--- config.mk ---
export PLATFORM = sky130hd
export DESIGN_NAME = mlws_rsp_reg
export DESIGN_NICKNAME = d
export VERILOG_FILES = /design/src/hw/rtl/mlws_pkg.sv /design/src/hw/rtl/mlws_rsp_reg.sv
export SDC_FILE = /design/constraint.sdc
export NUM_CORES = 1
export LEC_CHECK = 0
export BUFFER_PORTS_ARGS = -buffer_cell sky130_fd_sc_hd__buf_2
export CORE_AREA = 2 2 39 41
export CTS_BUF_LIST = sky130_fd_sc_hd__clkbuf_2
export CTS_CLUSTER_DIAMETER = 60
export DETAILED_ROUTE_END_ITERATION = 12
export DIE_AREA = 0 0 41 43
export PLACE_DENSITY = 0.79
export SETUP_SLACK_MARGIN = 0.1
export SYNTH_ARGS = -nofsm -noshare
export SYNTH_HDL_FRONTEND = slang
export SYNTH_SLANG_ARGS = --single-unit
export TNS_END_PERCENT = 10
--- constraint.sdc ---
create_clock -name clock -period 1.7 [get_ports clock]
set_input_delay 0.34 -clock clock [delete_from_list [all_inputs] [get_ports clock]]
set_output_delay 0.34 -clock clock [all_outputs]
set_load 0.02 [all_outputs]
--- src/hw/rtl/mlws_pkg.sv ---
// Shared types and fixed constants for the shortest-window-sum block.
// No dependencies; imported by the core and the response register.
`timescale 1ns / 1ps

package mlws_pkg;

   localparam int VALUE_FIELD_W = 16;
   localparam int BEST_LEN_W    = 11;
   localparam int TARGET_W      = 32;

   localparam logic [TARGET_W-1:0] TARGET_RESET = 32'd1;

   typedef struct packed {
      logic [VALUE_FIELD_W-1:0] value;
      logic                     is_last;
   } req_type;

   typedef struct packed {
      logic [BEST_LEN_W-1:0] best_length;
      logic                  found;
      logic                  is_final;
      logic                  overflow;
   } rsp_type;

endpackage

--- src/hw/rtl/mlws_rsp_reg.sv ---
// Output holding register for the response channel.
// Depends on mlws_pkg for the response type.
`timescale 1ns / 1ps

module mlws_rsp_reg
   import mlws_pkg::*;
(
   input  logic    clock,
   input  logic    reset,
   input  logic    load,
   input  rsp_type load_data,
   output logic    free,
   output logic    rsp_valid,
   input  logic    rsp_ready,
   output rsp_type rsp_data
);

   logic    valid_ff;
   logic    valid_in;
   rsp_type data_ff;

   // slot can take a new beat if empty or draining this cycle
   assign free     = !valid_ff || rsp_ready;
   assign valid_in = load || (valid_ff && !rsp_ready);

   always_ff @(posedge clock) begin
      if (reset) begin
         valid_ff <= 1'b0;
      end else begin
         valid_ff <= valid_in;
      end
      if (load) begin
         data_ff <= load_data;
      end
   end

   assign rsp_valid = valid_ff;
   assign rsp_data  = data_ff;

   assert property (@(posedge clock) disable iff (reset)
      load |-> free)
      else $error("response loaded while slot is occupied");

endmodule

=== Yosys cells after proc, flatten, opt, wreduce, memory -nomap -nowiden ===
Index checks and enable logic that the tools add are counted.

* Reductions and logical operators: 5

{| class="wikitable"
|+ Operator list
! operator !! count
|-
| 1-bit logical NOT || 2
|-
| 1-bit logical OR || 2
|-
| 1-bit logical AND || 1
|}

* Flip-flop bits (word level): 15
* Input bits: 18
* Output and inout port bits: 16

=== Depth between registers and ports, before layout ===
Gate-level depths: netlist (run 1).

* Word-level depth: 3
* Gate-level depth with buffers: 2
* Depth with buffers taken out: 2

=== Worst setup path before layout (run 1) ===
Ideal clock, no wire load.

* Kind: flip-flop to output port
* From: register valid_ff (netlist: rsp_valid)
* To: output free
* Arrival: 0.577 ns
* Slack: 0.783 ns
* Stages on the path, launching flop included: 2
* Path buffers: 0
* Path through: dfxtp_1 > nand2b_4

* Cells in the longest elaborated chain, start to end: 2

{| class="wikitable"
|+ RTL lines
! item !! RTL line !! text
|-
| from (decl) || mlws_rsp_reg.sv:18 || <nowiki>logic valid_ff;</nowiki>
|-
| from (signal assigned) || mlws_rsp_reg.sv:30 || <nowiki>valid_ff <= valid_in;</nowiki>
|-
| 1-bit logical NOT || mlws_rsp_reg.sv:23 || <nowiki>assign free = !valid_ff || rsp_ready;</nowiki>
|-
| 1-bit logical OR || mlws_rsp_reg.sv:23 ||
|-
| to (decl) || mlws_rsp_reg.sv:12 || <nowiki>output logic free,</nowiki>
|}

Every way passes these cells.

=== Worst setup path in the final report (run 1) ===
Ends and elaborated chain as after synthesis.

==> summary.txt, run 1 <==
Run status
  • Outcome: completed

Route
  • Wire per inst: approximately 11 um
  • Remaining DRCs: 0
  • 1st-iter DRT viols: 4
  • TritonRoute pass-1 iters: 2
  • Via count: approximately 290
  • Vias per Instance: 4.03
  • Final ANT Viol Nets: 0
  • Drt total wl: 792 um

Synth
  • Post-synthesis compound-gate area fraction: 1.88%
  • Synth Area in XOR/XNOR: 0%
  • Largest family of logic cells by synthesized area: simple AND/OR/NAND/NOR gates
  • Top post-synthesis cells by area: edfxtp_1 (90%), dfxtp_1 (4.3%), nand2b_4 (2.9%), a21oi_2 (1.9%), inv_1 (0.80%)
  • Register area share after synthesis: 94.4%
  • Seq cells post-synth: 15
  • Synth area leader: edfxtp_1
  • Average size of a mapped cell: 25.9 um2
  • Post-synthesis adder-cell area fraction: 0%
  • Synthesized net count: 36
  • Post-synth top area share: 90.1%
  • Synth Instances: 18
  • Syn Std Cell Area: 467 um2
  • Synth unique cells: 5
  • Mux share of post-synthesis cell area: 0%
  • YS warnings: 0
  • Simple-gate area share of the yosys netlist: under 10%

Pwr
  • Static leakage power: 0.000306 uW
  • Tot Pwr: 696 uW
  • VDD IR max: 540 uV
  • Pwr Density: around 1000 nW/um2

Timing
  • Fin crit period: 1220 ps
  • Worst slew pin tran: roughly 310 ps
  • Max-slew headroom: 79.6%
  • Max Slew Vio Count: 0
  • Final hold vios: 0
  • Clock skew: 0 ps
  • Fmax: 0.821 GHz
  • RSZ-0062 raised after global routing: false
  • Final setup fails: 0
  • Period utilisation layout: between 70% and 80%
  • Setup TNS: 0 ps

Setup path
  • Critical path data arrival time: about 880 ps
  • R2r startpoint: rsp_valid$_SDFF_PP0_
  • Crit path required time: 1360 ps
  • CP Max Fanout: 2
  • Crit end category: output pin
  • Reg2reg setup slack: 1040 ps
  • CP startpoint kind: flop
  • Setup crit start: rsp_valid$_SDFF_PP0_
  • Setup CP Type: reg -> out

Min path
  • HP Start: reset
  • Hold Path Class: in -> reg

Final layout
  • Synth-to-Final Area Change: 44.0%
  • Final Cell Area: around 670 um2
  • Number of diodes: 0
  • Fin nets: 74
  • Final std cells w/o fill: 71
  • Proportion of layout cells with a drive suffix above 1: 70.9%
  • Utilization after layout: 48.6%

Global routing
  • Vias in the first global route: 280
  • GRT overflow: 0
  • Pin count of the biggest net entering global routing: 16
  • GRT Total Usage: 10.1%
  • Initial antenna violation count: 0
  • First-pass GRT wire length: 1150 um

Floorplanning
  • FP Rows: 14
  • Die width: 41 um
  • Die height: 43 um
  • Initial Utilization: 33.7%
  • Boundary Pins: 34
  • Die Area: 1760 um2
  • Core area: 1380 um2

Placement
  • Post-DP Area: 652 um2
  • Routability cong.: 0.578
  • Port bufs: 33
  • Cells after DPL: between 60 and 70

Job
  • Max-cap viol count: 0

Clock tree
  • Hold-fix buffer count after cts: 0
  • Clk root buf: clkbuf_2
  • CTS tree: done
  • CTS sink cnt: 15
  • Clk slew on worst S/H paths: around 130 ps
  • Post-CTS resize count: 0
  • Post-CTS Setup Bufs: 0
  • CTS H-Tree Depth: 1
  • Clock Latency Late Sink: between 200 and 300 ps
  • CTS Buffer Depth: 2
  • Num CTS Buffers: 3
## cells in the mapped netlist
master     n
dfxtp_1    1
nand2b_4   1
inv_1      1
edfxtp_1  14
a21oi_2    1
## routing by layer
layer	up-vias	global-route usage [%]	share of wire, %	wire [um]
met2	25	15.9	49	386
met3	0	4.19	17	133
li1	142	-	-	-
met5	-	0	0	0
met4	0	6.00	0	0
met1	119	10.6	34	273
## final timing paths
kind,endpoint,depth (start not counted)
max reg2reg,rsp_valid$_SDFF_PP0_,2
max,free,2
min,rsp_valid$_SDFF_PP0_,2
min reg2reg,rsp_valid$_SDFF_PP0_,2
## power by group
part / leakage, uW / internal (uW) / switching [uW] / total (uW)
logic: 0.000144 / 35.2 / 59.2 / 94.4
registers: 0.000145 / 434 / 6.76 / 441
clock network: 0.0000166 / 62.4 / 98.2 / 161
total: 0.000306 / 532 / 164 / 696
## layout by cell type (no fill, tap or decap)
cell	count
buf_2	33
edfxtp_1	14
clkbuf_2	4
nand2b_4	1
inv_1	1
a21oi_2	1
dfxtp_1	1
## critical path, stage by stage, from the launching register on
cell	delay, ps
dfxtp_1	400
nand2b_4	70
buf_2	150
## cell type report
| class | instances | area [um2] |
|---|---|---|
| sequential | 15 | 440 |
| inverter | 1 | 3.75 |
| clock buffer | 4 | 20.0 |
| fill | 134 | 712 |
| timing repair buffer | 33 | 165 |
| tap | 16 | 20.0 |
| multi-input combinational | 2 | 22.5 |
## per-stage QoR
stage          hold WS, ps  setup slack, ps
3_3_place_gp           475              644
5_1_grt                211              420
2_1_floorplan          402              783
6_report               232              481
4_1_cts                216              456
3_5_place_dp           498              637
## state kept, by name, summed over array words and instances, names as in the netlist
| register | flops |
|---|---|
| rsp_valid | 1 |
| rsp_data | 14 |
## kinds of logic after synthesis
| group | Yosys count |
|---|---|
| DFF | 15 |
| and+or+nand+nor | 1 |
| buffers and inverters | 1 |
| AOI/OAI and AO/OA | 1 |
No activity file was read; power rests on OpenSTA's default activity.
==> inputs of run 2 (changes only) <==
==> constraint.sdc (replaced) <==
create_clock -name clock -period 1.3 [get_ports clock]
set_input_delay 0.26 -clock clock [delete_from_list [all_inputs] [get_ports clock]]
set_output_delay 0.26 -clock clock [all_outputs]
set_load 0.02 [all_outputs]
==> summary.txt, run 2 (synthesis gave the netlist of run 1 again) <==
Final layout
  • Sequential cell area: 442 um2
  • Most frequent cells in the layout: buf_2 (33), edfxtp_1 (14), clkbuf_2 (4)
  • Area of the multi-input gates: 22.5 um2
  • Final std cells w/o fill: 71
  • Utilization after layout: 48.6%
  • Number of diodes: 0
  • Most common cell after layout, fill and taps aside: buf_2
  • Fin nets: 74
  • Synth-to-Final Area Change: 44.2%
  • Largest register FFs: 14
  • Proportion of layout cells with a drive suffix above 1: 72.7%
  • Fillers: 132

Timing
  • Fin crit period: 1110 ps
  • Worst slew pin tran: between 300 and 400 ps
  • Setup TNS: 0 ps
  • Clock skew: 0 ps
  • RSZ-0062 raised after global routing: false
  • Final hold vios: 0
  • Max Slew Vio Count: 0
  • Period utilisation layout: 85.2%
  • Final setup fails: 0
  • Max-slew headroom: 79.5%
  • Fmax: between 0.9 and 1 GHz
  • Worst Hold Slack: 128 ps

Pwr
  • VDD IR max: approximately 580 uV
  • Static leakage power: 0.000306 uW
  • Tot Pwr: 912 uW
  • Pwr Density: 1350 nW/um2
  • Int Pwr: ~700 uW
  • Comb pwr share: 13.6%
  • NetSw: 216 uW
  • Sw frac: 23.7%
  • Register share of total power: 63.3%
  • Clock Power Share: a little under a quarter

Route
  • 1st-iter DRT viols: 3
  • Drt total wl: 768 um
  • TritonRoute pass-1 iters: 2
  • Remaining DRCs: 0
  • Via count: 292
  • Wire per inst: 10.8 um
  • Final ANT Viol Nets: 0
  • Vias per Instance: 4.11

Setup path
  • CP startpoint kind: flop
  • Crit end category: output pin
  • Worst-case reg-to-reg path depth: 2
  • R2r startpoint: rsp_valid$_SDFF_PP0_
  • CP Max Fanout: 2
  • WP buf/inv: 1
  • Critical path data arrival time: 850 ps
  • Reg2reg setup slack: 680 ps
  • CP Cell Sequence: nand2b_4, buf_2
  • CP max-delay cell: dfxtp_2
  • CP max stage delay: 370 ps
  • Worst r2r dst: rsp_valid$_SDFF_PP0_
  • Setup CP Type: reg -> out
  • Crit path required time: 1040 ps
  • Family with the most delay on the worst path: flip-flops

Min path
  • Hold Path Class: in -> reg
  • Hold depth: 2
  • HP Start: reset
  • Worst Hold Endpoint: rsp_valid$_SDFF_PP0_

Global routing
  • Initial antenna violation count: 0
  • GRT Total Usage: between 10 and 15%
  • GRT overflow: 0
  • Pin count of the biggest net entering global routing: 16
  • Vias in the first global route: 280
  • Met1 usage in global routing: 11.3%
  • Most Crowded Layer GR: met2
  • First-pass GRT wire length: 1110 um
  • Met2 usage in global routing: 13.8%
  • Met3 usage in global routing: 4.19%

Floorplanning
  • Boundary Pins: 34
  • Die width: 41 um
  • Core area: ~1400 um2
  • Die Area: 1760 um2
  • Die height: 43 um
  • Initial Utilization: 33.7%
  • FP Rows: 14

Clock tree
  • Post-CTS Setup Bufs: 0
  • CTS sink cnt: 15
  • CTS tree: done
  • Num CTS Buffers: 3
  • CTS H-Tree Depth: 1
  • Clk slew on worst S/H paths: 130 ps
  • Clock Latency Late Sink: 260 ps
  • Clk root buf: clkbuf_2
  • CTS Buffer Depth: 2

Placement
  • Routability cong.: 0.582
  • Port bufs: 33
  • Cells after DPL: 67

Job
  • Max-cap viol count: 0

Run status
  • Outcome: completed
==> run 2: worst reg2reg max path, cell delays in order (launching register included) <==
cell and delay, ps:
dfxtp_2 370, nand2b_4 60, a21oi_2 130
==> run 2: how the worst max path moves through the flow <==
stage	start	to	slack, ps	depth (start not counted)
after CTS	rsp_valid$_SDFF_PP0_	free	140	2
after global routing	rsp_valid$_SDFF_PP0_	free	130	2
after global placement	rsp_ready	free	400	3
after floorplan	rsp_valid$_SDFF_PP0_	free	460	1
final	rsp_valid$_SDFF_PP0_	free	190	2
after detailed placement	rsp_ready	free	400	3
==> run 2: power by group through the flow <==
stage	logic, uW	registers (uW)	clock network [uW]
after floorplan	7.44	640	0
after global placement	124	587	0
after detailed placement	125	588	0
after CTS	126	577	220
after global routing	134	581	239
final	124	577	211
==> run 2: metal layers <==
metal  wire length [um]  part of all wire (%)
met5                  0                     0
met4                 13                   1.7
met3                126                    16
met2                338                    44
met1                289                    38
==> run 2: metrics by stage <==
step | cell area [um2] | worst slack, ps
floorplan | 467 | 463
global placement | 652 | 404
detailed placement | 652 | 399
CTS | 672 | 136
global route | 673 | 129
finish | 673 | 192
==> run 2: cell type report <==
class / instances / area share, %
clock buffer: 4 / 2.97
inverter: 1 / 0.558
multi-input combinational: 2 / 3.35
sequential: 15 / 65.6
tap: 16 / 2.97
timing repair buffer: 33 / 24.5
==> run 2: what timing repair did <==
item                                    CTS  global route
hold buffers                              0             0
endpoints found under the setup margin    0             1
resized for setup                         0             1
hold endpoints to repair                  0             0
